**src/sv/tld_pkg.sv**
```systemverilog
// ----------------------------------------------------------------------------
// tld_pkg: shared types and constants
// Link payload passed between cells, register map and fixed filter constants.
// ----------------------------------------------------------------------------
package tld_pkg;

  // Data handed from one cell to the next.
  typedef struct packed {
    logic [7:0] sample;  // raw unsigned sample, carried to the output stage
    logic       start;   // first sample of a new waveform
    logic [7:0] env;     // envelope produced by the cell
  } tld_link_t;

  // Register map, indexed by word address.
  typedef enum logic {
    REG_ATTACK  = 1'b0,
    REG_RELEASE = 1'b1
  } tld_reg_t;

  localparam logic [8:0] UNITY         = 9'd256;
  localparam logic [7:0] CENTER        = 8'd128;
  localparam logic [8:0] ATTACK_RESET  = 9'd242;
  localparam logic [8:0] RELEASE_RESET = 9'd255;
  localparam logic [8:0] OUT_MAX       = 9'd383;  // CENTER + 255

endpackage

```
**src/sv/trough_lift_dc_bend.sv**
```systemverilog
// ----------------------------------------------------------------------------
// trough_lift_dc_bend: streaming trough-lift DC bend
// Follower cell, a chain of smoother cells and an output clamp cell.
// ----------------------------------------------------------------------------
// Path: the follower loads an input transaction at the edge that accepts it,
// then each smoother and the output clamp register it in turn, and out_valid
// rises once the clamp holds the result. Throughput: one transaction per cycle
// while out_ready stays high; each cell updates its one level register per
// item, so the chain of cells sets the rate.
// Reset (rst_n, synchronous, active low) empties the chain, clears all filter
// levels to zero and loads the coefficients with 242 (attack) and 255 (release).
// ----------------------------------------------------------------------------
module trough_lift_dc_bend #(
  parameter int SMOOTH_PASSES = 3
) (
  input  logic        clk,
  input  logic        rst_n,
  // Input channel
  input  logic        in_valid,
  output logic        in_ready,
  input  logic [7:0]  in_sample_in,
  input  logic        in_start_of_sample,
  // Result channel
  output logic        out_valid,
  input  logic        out_ready,
  output logic [7:0]  out_sample_out,
  // Configuration port
  input  logic        psel,
  input  logic        penable,
  input  logic        pwrite,
  input  logic [2:0]  paddr,
  input  logic [31:0] pwdata,
  output logic [31:0] prdata,
  output logic        pready
);

  // Coefficient registers. Values above 256 are clamped to 256 inside the
  // follower, which makes that pole hold its level.
  logic [8:0] attack_coeff_r;
  logic [8:0] release_coeff_r;
  logic       cfg_write;
  tld_pkg::tld_reg_t cfg_reg;

  assign pready    = 1'b1;
  assign cfg_write = psel & penable & pwrite & pready;
  assign cfg_reg   = tld_pkg::tld_reg_t'(paddr[2]);

  always_ff @(posedge clk) begin
    if (!rst_n) begin
      attack_coeff_r  <= tld_pkg::ATTACK_RESET;
      release_coeff_r <= tld_pkg::RELEASE_RESET;
    end else if (cfg_write) begin
      unique case (cfg_reg)
        tld_pkg::REG_ATTACK:  attack_coeff_r  <= pwdata[8:0];
        tld_pkg::REG_RELEASE: release_coeff_r <= pwdata[8:0];
        default: ;
      endcase
    end
  end

  always_comb begin
    unique case (cfg_reg)
      tld_pkg::REG_ATTACK:  prdata = {23'd0, attack_coeff_r};
      tld_pkg::REG_RELEASE: prdata = {23'd0, release_coeff_r};
      default:              prdata = 32'd0;
    endcase
  end

  // Links between cells. Link 0 leaves the follower; link k + 1 leaves
  // smoother k. Every cell has its own valid/ready pair, so a stall at the
  // output only backs up as far as the first empty cell.
  tld_pkg::tld_link_t link       [SMOOTH_PASSES + 1];
  logic               link_valid [SMOOTH_PASSES + 1];
  logic               link_ready [SMOOTH_PASSES + 1];

  tld_follow u_follow (
    .clk          (clk),
    .rst_n        (rst_n),
    .in_valid     (in_valid),
    .in_ready     (in_ready),
    .sample       (in_sample_in),
    .start        (in_start_of_sample),
    .attack_coeff (attack_coeff_r),
    .rel_coeff    (release_coeff_r),
    .out_valid    (link_valid[0]),
    .out_ready    (link_ready[0]),
    .out_link     (link[0])
  );

  // Each smoother sees the same start mark as the follower, carried with its
  // item from cell to cell, and seeds itself with its own input on that item.
  for (genvar k = 0; k < SMOOTH_PASSES; k++) begin : g_smooth
    tld_smooth u_smooth (
      .clk       (clk),
      .rst_n     (rst_n),
      .in_valid  (link_valid[k]),
      .in_ready  (link_ready[k]),
      .in_link   (link[k]),
      .out_valid (link_valid[k + 1]),
      .out_ready (link_ready[k + 1]),
      .out_link  (link[k + 1])
    );
  end

  // The output cell registers the result, so a waiting result never blocks
  // the cells in front of it while they still have room.
  tld_lift u_lift (
    .clk        (clk),
    .rst_n      (rst_n),
    .in_valid   (link_valid[SMOOTH_PASSES]),
    .in_ready   (link_ready[SMOOTH_PASSES]),
    .in_link    (link[SMOOTH_PASSES]),
    .out_valid  (out_valid),
    .out_ready  (out_ready),
    .sample_out (out_sample_out)
  );

endmodule

```
**src/sv/tld_follow.sv**
```systemverilog
// ----------------------------------------------------------------------------
// tld_follow: asymmetric trough follower cell
// One-pole follower on the clamped negated sample with attack/release poles.
// ----------------------------------------------------------------------------
module tld_follow (
  input  logic                clk,
  input  logic                rst_n,
  input  logic                in_valid,
  output logic                in_ready,
  input  logic [7:0]          sample,
  input  logic                start,
  input  logic [8:0]          attack_coeff,
  input  logic [8:0]          rel_coeff,
  output logic                out_valid,
  input  logic                out_ready,
  output tld_pkg::tld_link_t  out_link
);

  logic               v_r;
  tld_pkg::tld_link_t link_r;
  logic [15:0]        level_r;
  logic [15:0]        level_nxt;
  logic [15:0]        level_base;
  logic [7:0]         depth;
  logic [15:0]        target;
  logic [8:0]         coeff_raw;
  logic [8:0]         coeff;
  logic [8:0]         inv_coeff;
  logic [24:0]        lvl_prod;
  logic [16:0]        dep_prod;
  logic [16:0]        sum;
  logic               take;

  assign in_ready = ~v_r | out_ready;
  assign take     = in_valid & in_ready;

  always_comb begin
    // Depth of the trough below center; zero for samples at or above it.
    depth      = (sample < tld_pkg::CENTER) ? 8'(9'd128 - {1'b0, sample}) : 8'd0;
    target     = {depth, 8'd0};
    level_base = start ? 16'd0 : level_r;
    coeff_raw  = (target > level_base) ? attack_coeff : rel_coeff;
    coeff      = (coeff_raw > tld_pkg::UNITY) ? tld_pkg::UNITY : coeff_raw;
    inv_coeff  = tld_pkg::UNITY - coeff;
    lvl_prod   = 25'(level_base) * 25'(coeff);
    // The target has a zero fraction, so its share is exact without a shift.
    dep_prod   = 17'(depth) * 17'(inv_coeff);
    sum        = lvl_prod[24:8] + dep_prod;
    level_nxt  = sum[15:0];
  end

  always_ff @(posedge clk) begin
    if (!rst_n) begin
      v_r     <= 1'b0;
      level_r <= 16'd0;
    end else if (take) begin
      v_r     <= 1'b1;
      level_r <= level_nxt;
    end else if (out_ready) begin
      v_r <= 1'b0;
    end
  end

  always_ff @(posedge clk) begin
    if (take) begin
      link_r.sample <= sample;
      link_r.start  <= start;
      link_r.env    <= level_nxt[15:8];
    end
  end

  assign out_valid = v_r;
  assign out_link  = link_r;

endmodule

```
**src/sv/tld_smooth.sv**
```systemverilog
// ----------------------------------------------------------------------------
// tld_smooth: one-pole smoother cell
// Fixed 192/256 pole, seeded with its own input on the first sample.
// ----------------------------------------------------------------------------
module tld_smooth (
  input  logic                clk,
  input  logic                rst_n,
  input  logic                in_valid,
  output logic                in_ready,
  input  tld_pkg::tld_link_t  in_link,
  output logic                out_valid,
  input  logic                out_ready,
  output tld_pkg::tld_link_t  out_link
);

  logic               v_r;
  tld_pkg::tld_link_t link_r;
  logic [15:0]        level_r;
  logic [15:0]        level_nxt;
  logic [15:0]        level_base;
  logic [23:0]        prod;
  logic               take;

  assign in_ready = ~v_r | out_ready;
  assign take     = in_valid & in_ready;

  always_comb begin
    level_base = in_link.start ? {in_link.env, 8'd0} : level_r;
    // level * 192 as level * 128 + level * 64.
    prod       = 24'({level_base, 7'd0}) + 24'({level_base, 6'd0});
    level_nxt  = prod[23:8] + {2'd0, in_link.env, 6'd0};
  end

  always_ff @(posedge clk) begin
    if (!rst_n) begin
      v_r     <= 1'b0;
      level_r <= 16'd0;
    end else if (take) begin
      v_r     <= 1'b1;
      level_r <= level_nxt;
    end else if (out_ready) begin
      v_r <= 1'b0;
    end
  end

  always_ff @(posedge clk) begin
    if (take) begin
      link_r.sample <= in_link.sample;
      link_r.start  <= in_link.start;
      link_r.env    <= level_nxt[15:8];
    end
  end

  assign out_valid = v_r;
  assign out_link  = link_r;

endmodule

```
**src/sv/tld_lift.sv**
```systemverilog
// ----------------------------------------------------------------------------
// tld_lift: output cell
// Adds the smoothed envelope to the signed sample and clamps to 0..255.
// ----------------------------------------------------------------------------
module tld_lift (
  input  logic                clk,
  input  logic                rst_n,
  input  logic                in_valid,
  output logic                in_ready,
  input  tld_pkg::tld_link_t  in_link,
  output logic                out_valid,
  input  logic                out_ready,
  output logic [7:0]          sample_out
);

  logic       v_r;
  logic [7:0] sample_r;
  logic [7:0] sample_nxt;
  logic [8:0] total;
  logic [8:0] shifted;
  logic       take;

  assign in_ready = ~v_r | out_ready;
  assign take     = in_valid & in_ready;

  always_comb begin
    // total - 128 is the signed sample plus the envelope.
    total   = {1'b0, in_link.sample} + {1'b0, in_link.env};
    shifted = total - {1'b0, tld_pkg::CENTER};
    if (total < {1'b0, tld_pkg::CENTER}) begin
      sample_nxt = 8'd0;
    end else if (total > tld_pkg::OUT_MAX) begin
      sample_nxt = 8'd255;
    end else begin
      sample_nxt = shifted[7:0];
    end
  end

  always_ff @(posedge clk) begin
    if (!rst_n) begin
      v_r <= 1'b0;
    end else if (take) begin
      v_r <= 1'b1;
    end else if (out_ready) begin
      v_r <= 1'b0;
    end
  end

  always_ff @(posedge clk) begin
    if (take) begin
      sample_r <= sample_nxt;
    end
  end

  assign out_valid  = v_r;
  assign sample_out = sample_r;

endmodule

```
**config.mk**
```make
export PLATFORM = sky130hd
export DESIGN_NAME = trough_lift_dc_bend
export DESIGN_NICKNAME = d
export VERILOG_FILES = /design/src/sv/tld_pkg.sv /design/src/sv/trough_lift_dc_bend.sv /design/src/sv/tld_follow.sv /design/src/sv/tld_smooth.sv /design/src/sv/tld_lift.sv
export SDC_FILE = /design/constraint.sdc
export NUM_CORES = 1
export LEC_CHECK = 0
export BUFFER_PORTS_ARGS = -buffer_cell sky130_fd_sc_hd__clkbuf_2
export CORE_MARGIN = 8
export CORE_UTILIZATION = 57
export CTS_CLUSTER_DIAMETER = 50
export DETAILED_ROUTE_END_ITERATION = 8
export GPL_ROUTABILITY_DRIVEN = 0
export PLACE_DENSITY_LB_ADDON = 0.1
export SYNTH_ARGS = -nofsm -noshare
export SYNTH_HDL_FRONTEND = slang
export SYNTH_SLANG_ARGS = --single-unit
```
**constraint.sdc**
```tcl
create_clock -name clk -period 12.1 [get_ports clk]
set_clock_uncertainty 0.15 [all_clocks]
set_input_delay 1.21 -clock clk [delete_from_list [all_inputs] [get_ports clk]]
set_output_delay 1.21 -clock clk [all_outputs]
set_load 0.01 [all_outputs]
```
==> After elaboration in Yosys (flattened, before gate mapping) <==
Index checks and enable logic that the tools add are counted.
{ "word_totals": {"register_bits": 162, "wordCells": 85} }
{ "op_classes": {"n_addsub": 11, "mul": 2, "n_lt_le_gt_ge": 5, "mux": 19, "bitwise": 18, "reduce_logical": 7} }
{ "ops": {"columns": ["cell", "count"], "rows": [
  ["$add A23 B22 Y24", 3],
  ["$mux W16", 4],
  ["$pmux W32 S2", 1],
  ["$add A16 B14 Y16", 3],
  ["$mul A16 B9 Y24", 1],
  ["$gt A9 B9 Y1 const B", 2],
  ["$mux W9", 2],
  ["$add A16 B16 Y16", 1],
  ["$gt A16 B16 Y1", 1],
  ["$mul A8 B9 Y16", 1],
  ["$mux W8", 2],
  ["$mux W1", 10],
  ["$reduce_bool A2 Y1", 5],
  ["$add A8 B8 Y9", 1],
  ["$lt A9 B8 Y1 const B", 1],
  ["$sub A9 B9 Y9 const A", 1],
  ["$lt A8 B8 Y1 const B", 1],
  ["$sub A8 B8 Y8 const A", 1],
  ["$sub A8 B8 Y8 const B", 1],
  ["$and A1 B1 Y1", 7],
  ["$not A1 Y1", 6],
  ["$or A1 B1 Y1", 5],
  ["$reduce_and A2 Y1", 2]
]} }

==> Logic depth before layout (Yosys ltp) <==
{ "depth": {"word_depth": 9, "depth_mapped": 54, "mapped_depth_nobuf": 51} }

==> By module <==
A second synthesis with hierarchy kept.
{ "hier_totals": {"hier_cells": 2014, "hier_area_um2": 17930.9} }
{ "by_module_without_submodules": {"columns": ["module", "instances", "cells_per_inst", "area_each_um2"], "rows": [
  ["tld_follow", 1, 1035, 8695.8],
  ["tld_smooth at g_smooth[0].u_smooth ...", 2, 268, 2479.9],
  ["tld_smooth at g_smooth[2].u_smooth", 1, 268, 2492.4],
  ["trough_lift_dc_bend", 1, 111, 1076.0],
  ["tld_lift", 1, 64, 706.9]
]} }

==> Worst setup path after synthesis <==
Ideal clock, no wire load.
{ "synth_path": {"kind": "in2reg", "from": "input port in_sample_in[0]", "to": "register u_follow.level_r[15]", "setup_ps": 116, "arrival_time_ps": 11984, "slack_ps": -150, "cell_stages": 51, "n_path_buf": 2, "cell_sequence": "inv_1 -> ha_1 -> and3_1 -> o21bai_1 -> inv_1 -> ha_1 -> nand3_1 -> o21ai_0 -> o32ai_1 -> nor2_1 -> buf_2 -> mux2i_2 -> nor2_2 -> clkbuf_1 -> nand2_1 -> fa_1 -> inv_1 -> fa_1 -> [... 15 more ...] -> fa_1 -> fa_1 -> inv_1 -> ha_1 -> inv_1 -> fa_1 -> inv_1 -> ha_1 -> nor2b_1 -> o21a_1 -> o21ai_0 -> a21oi_1 -> o2111ai_1 -> nand3_1 -> o41ai_1 -> xnor2_1 -> xor2_1 -> a31o_1"} }
{ "synth_via": {"elab_chain_len": 9, "word_cells_on_any_way": 11, "classes_between": "add/sub (3); mul (2); order compare (3); mux (3)"} }
{ "synth_lines": {"columns": ["element", "line", "text"], "rows": [
  ["from (decl)", "trough_lift_dc_bend.sv:21", "input logic [7:0] in_sample_in,"],
  ["$sub A8 B8 Y8 / $lt A8 B8 Y1 (equally long branches)", "tld_follow.sv:39", "depth = (sample < tld_pkg::CENTER) ? 8'(9'd128 - {1'b0, sample}) : 8'd0;"],
  ["$mux W8 (*)", "tld_follow.sv:39", null],
  ["$gt A16 B16 Y1", "tld_follow.sv:42", "coeff_raw = (target > level_base) ? attack_coeff : rel_coeff;"],
  ["$mux W9", "tld_follow.sv:42", null],
  ["$gt A9 B9 Y1", "tld_follow.sv:43", "coeff = (coeff_raw > tld_pkg::UNITY) ? tld_pkg::UNITY : coeff_raw;"],
  ["$mux W9", "tld_follow.sv:43", null],
  ["$sub A9 B9 Y9", "tld_follow.sv:44", "inv_coeff = tld_pkg::UNITY - coeff;"],
  ["$mul A8 B9 Y16", "tld_follow.sv:47", "dep_prod = 17'(depth) * 17'(inv_coeff);"],
  ["$add A16 B16 Y16 (*)", "tld_follow.sv:48", "sum = lvl_prod[24:8] + dep_prod;"],
  ["net u_follow.sum[15]", "tld_follow.sv:31", "logic [16:0] sum;"],
  ["to (signal assigned)", "tld_follow.sv:58", "level_r <= level_nxt;"],
  ["to (decl)", "tld_follow.sv:21", "logic [15:0] level_r;"]
]} }
Mark *: on every way through the listed nets, which the timed path passes. The rest lies on a longest branch.
A chain may end at the register's enable or synchronous reset.

==> Worst setup path after layout <==
{ "layout_path": {"from": "input port in_start_of_sample", "to": "register u_follow.level_r[15]"} }
{ "layout_via": {"elab_chain_len": 8, "word_cells_on_any_way": 9, "classes_between": "add/sub (2); mul (2); order compare (2); mux (3)"} }
{ "layout_lines": {"columns": ["element", "line", "text"], "rows": [
  ["from (decl)", "trough_lift_dc_bend.sv:22", "input logic in_start_of_sample,"],
  ["$mux W16 (*)", "tld_follow.sv:41", "level_base = start ? 16'd0 : level_r;"],
  ["$gt A16 B16 Y1", "tld_follow.sv:42", null],
  ["$mux W9", "tld_follow.sv:42", null],
  ["$gt A9 B9 Y1", "tld_follow.sv:43", null],
  ["$mux W9", "tld_follow.sv:43", null],
  ["$sub A9 B9 Y9", "tld_follow.sv:44", null],
  ["$mul A8 B9 Y16", "tld_follow.sv:47", null],
  ["$add A16 B16 Y16 (*)", "tld_follow.sv:48", null],
  ["net u_follow.sum[15]", "tld_follow.sv:31", null]
]} }
Marks and branches as above.

==> impl_metrics.env <==
export IMPL_leakage_nw=9.03
export IMPL_antenna_found_initial=0
export IMPL_power_density_nw_per_um2=190
export IMPL_crit_path_start_kind="input pin"
export IMPL_vias=13300
export IMPL_rows=63
export IMPL_n_antenna_cell=0
export IMPL_synthSimpleGateAreaFrac_pct=18.1
export IMPL_avgViaCountPerCell=5.41
export IMPL_core_area_um2=29400
export IMPL_final_cells=2452
export IMPL_io_pins=94
export IMPL_drc=0
export IMPL_muxShareOfSynthArea_pct=2.74
export IMPL_cp_arrival_ns=11.96
export IMPL_path_buf_inv=12
export IMPL_setup_violations_final=0
export IMPL_syn_cell_area_um2=16900
export IMPL_hold_viol_final=0
export IMPL_worst_pin_slew_ns=1.12
export IMPL_path_class="in -> reg"
export IMPL_synth_top_area_cell="fa_1"
export IMPL_nets=2419
export IMPL_outcome="finished clean"
export IMPL_synth_xor_area_share_pct=5.72
export IMPL_drive_above_1_share_pct=15.9
export IMPL_chipHeight_um=188
export IMPL_timing_hold_ws_ns=0.270
export IMPL_gr_total_overflow=0
export IMPL_cts_tree="yes"
export IMPL_synth_edf_count=75
export IMPL_ctsHtreeMaxLevel=4
export IMPL_fin_crit_sh_pct=97.4
export IMPL_ff2ff_path_depth=43
export IMPL_syn_area_per_cell_um2=8.90
export IMPL_synth_compound_area_share_pct=11.1
export IMPL_cp_common_cell="fa_1"
export IMPL_fp_dieW_um=188
export IMPL_fill_cells=2444
export IMPL_cts_root_buffer="clkbuf_16"
export IMPL_postCtsHoldBufs=0
export IMPL_dpl_cell_count=2406
export IMPL_slew_viol_final=0
export IMPL_syn_to_final_growth_pct=14.1
export IMPL_synth_cells=1899
export IMPL_required_ns=12.27
export IMPL_finalCriticalPeriod_ns=11.79
export IMPL_crit_family="adder cells"
export IMPL_fmax_mhz=84.8
export IMPL_netlist_cell_type_count=77
export IMPL_synthAdderAreaFrac_pct=30.7
export IMPL_drt_pass1_iter_count=5
export IMPL_layout_common_cells="inv_1, nand2_1, nor2_1"
export IMPL_grt_max_degree=96
export IMPL_path_max_fanout=10
export IMPL_hold_path_class="reg -> reg"
export IMPL_drv_cap=0
export IMPL_end_kind="register"
export IMPL_hp_start="u_follow.out_link[9]"
export IMPL_dpl_hpwl_um=31400
export IMPL_initial_core_util_pct=57.5
export IMPL_final_common_cell="inv_1"
export IMPL_grt_usage_pct=22.4
export IMPL_min_path_cells=0
export IMPL_place_ws_ns=-0.659
export IMPL_wl_per_cell_um=15.9
export IMPL_synth_top_family_by_area="adder cells"
export IMPL_worst_slack_ns=0.312
export IMPL_first_iter_violations=738
export IMPL_rr_endpoint="u_follow.level_r[15]"
export IMPL_peakVddDrop_v=0.000195
export IMPL_portBuffers=44
export IMPL_ys_warn_count=0
export IMPL_antenna_left=0
export IMPL_clk_latency_ns=0.44
export IMPL_routed_wl_um=38900
export IMPL_cts_inserted_buffers=17
export IMPL_ys_ff_latch=162
export IMPL_worstReg2RegStart="u_follow.level_r[13]"
export IMPL_path_clk_slew_ns=0.07
export IMPL_critPathMaxStageDelay_ns=0.61
export IMPL_regToRegSetupSlack_ns=1.14
export IMPL_ys_flop_type="dfxtp_1"
export IMPL_seq_area_frac_synth_pct=23.6
export IMPL_grt_pass1_wl_um=65500
export IMPL_cts_buffer_depth=2
export IMPL_netlist_top_cells_area="fa_1, edfxtp_1, ha_1"
export IMPL_slowest_stage="or4_4"
export IMPL_die_area_um2=35400
export IMPL_slew_headroom_pct=25.2
export IMPL_cts_sinks=162
export IMPL_synthArstFlopShare_pct=0
export IMPL_grt_pass1_vias=13300
export IMPL_whs_endpoint="g_smooth[0].u_smooth.out_link[9]"
export IMPL_synth_top_cell_area_share_pct=19.0
## flip-flops by register name, summed over array words and instances (netlist names)
| name | count |
|---|---|
| g_smooth.u_smooth.out_link | 50 |
| g_smooth.u_smooth.level_r | 48 |
| g_smooth.u_smooth.out_valid | 3 |
| u_lift.sample_out | 8 |
| attack_coeff_r | 9 |
| u_follow.out_valid | 1 |
| release_coeff_r | 9 |
| u_lift.out_valid | 1 |
| u_follow.level_r | 16 |
| u_follow.out_link | 17 |
## worst max-delay path by stage
stage          slack [ns]  cells after the start                from              endpoint
3_3_place_gp        -0.50                     51     in_sample_in[2]  u_follow.level_r[15]
6_report             0.31                     44  in_start_of_sample  u_follow.level_r[15]
3_5_place_dp        -0.66                     46     in_sample_in[2]  u_follow.level_r[15]
5_1_grt             -0.12                     54     in_sample_in[1]  u_follow.level_r[15]
2_1_floorplan        0.05                     49     in_sample_in[2]  u_follow.level_r[15]
4_1_cts              0.05                     52     in_sample_in[2]  u_follow.level_r[15]
## final cells by class
class,instances,area (um2),area share (%)
clock buffers,19,475,2.47
clock inverters,13,125,0.649
inverters,255,957,4.96
multi-input cells,1429,11900,62.0
flip-flops and latches,162,3990,20.7
well taps,390,488,2.53
repair buffers,184,1300,6.73
## synth_stat cells, drive strengths merged (10+ instances only)
library cell    n
dfxtp          87
xnor2          77
nand2         251
a21oi          76
nor2          172
a21o           14
mux2i          11
a21boi         47
nand2b         34
or3            14
nand3          35
o21ai          46
nor3           29
nor2b          58
inv           253
and2           13
mux2           31
ha            159
o21a           15
xor2           30
or2            10
o21bai         21
clkbuf         44
fa            160
edfxtp         75
buf            31
## where the power goes
part,switching (mW),internal (mW),total [mW],leakage [nW]
clock,0.244,0.298,0.542,0.300
sequential,0.0561,0.699,0.756,1.41
combinational,1.27,1.10,2.37,7.32
## metal layers
layer  share of wire, %  vias up  GRT usage (%)
li1                   -     6498              -
met1                 47     6385           31.2
met2                 46      343           35.5
met3                5.9       40           4.36
met4                1.5        0           5.52
met5                  0        -              0
## cell families (layout without fill, tap and decap cells)
group / after synthesis / count (layout)
AO/OA/AOI/OAI: 278 / 278
XOR/XNOR: 108 / 108
adder cells (fa/ha/maj): 319 / 319
buffers and inverters: 330 / 471
flip-flops: 162 / 162
multiplexers: 42 / 42
other: 2 / 24
AND/OR/NAND/NOR: 658 / 658
## through the flow
step / utilization, % / instance area, um2 / total power, mW / setup TNS [ns]
2_1_floorplan: - / 17000 / 2.35 / 0
3_3_place_gp: 62.1 / 18300 / 2.97 / -2.42
3_5_place_dp: 62.1 / 18300 / 3.04 / -3.65
4_1_cts: 64.2 / 18900 / 3.61 / 0
5_1_grt: 65.6 / 19300 / 4.05 / -0.229
6_report: 65.6 / 19300 / 3.67 / 0
## what timing repair did
| action | CTS | global route |
|---|---|---|
| buffers inserted | 0 | 15 |
| gates resized for setup | 4 | 69 |
| endpoints found under the setup margin | 4 | 12 |
| pin swaps | 0 | 49 |
Power figures use the tool's default switching activity.
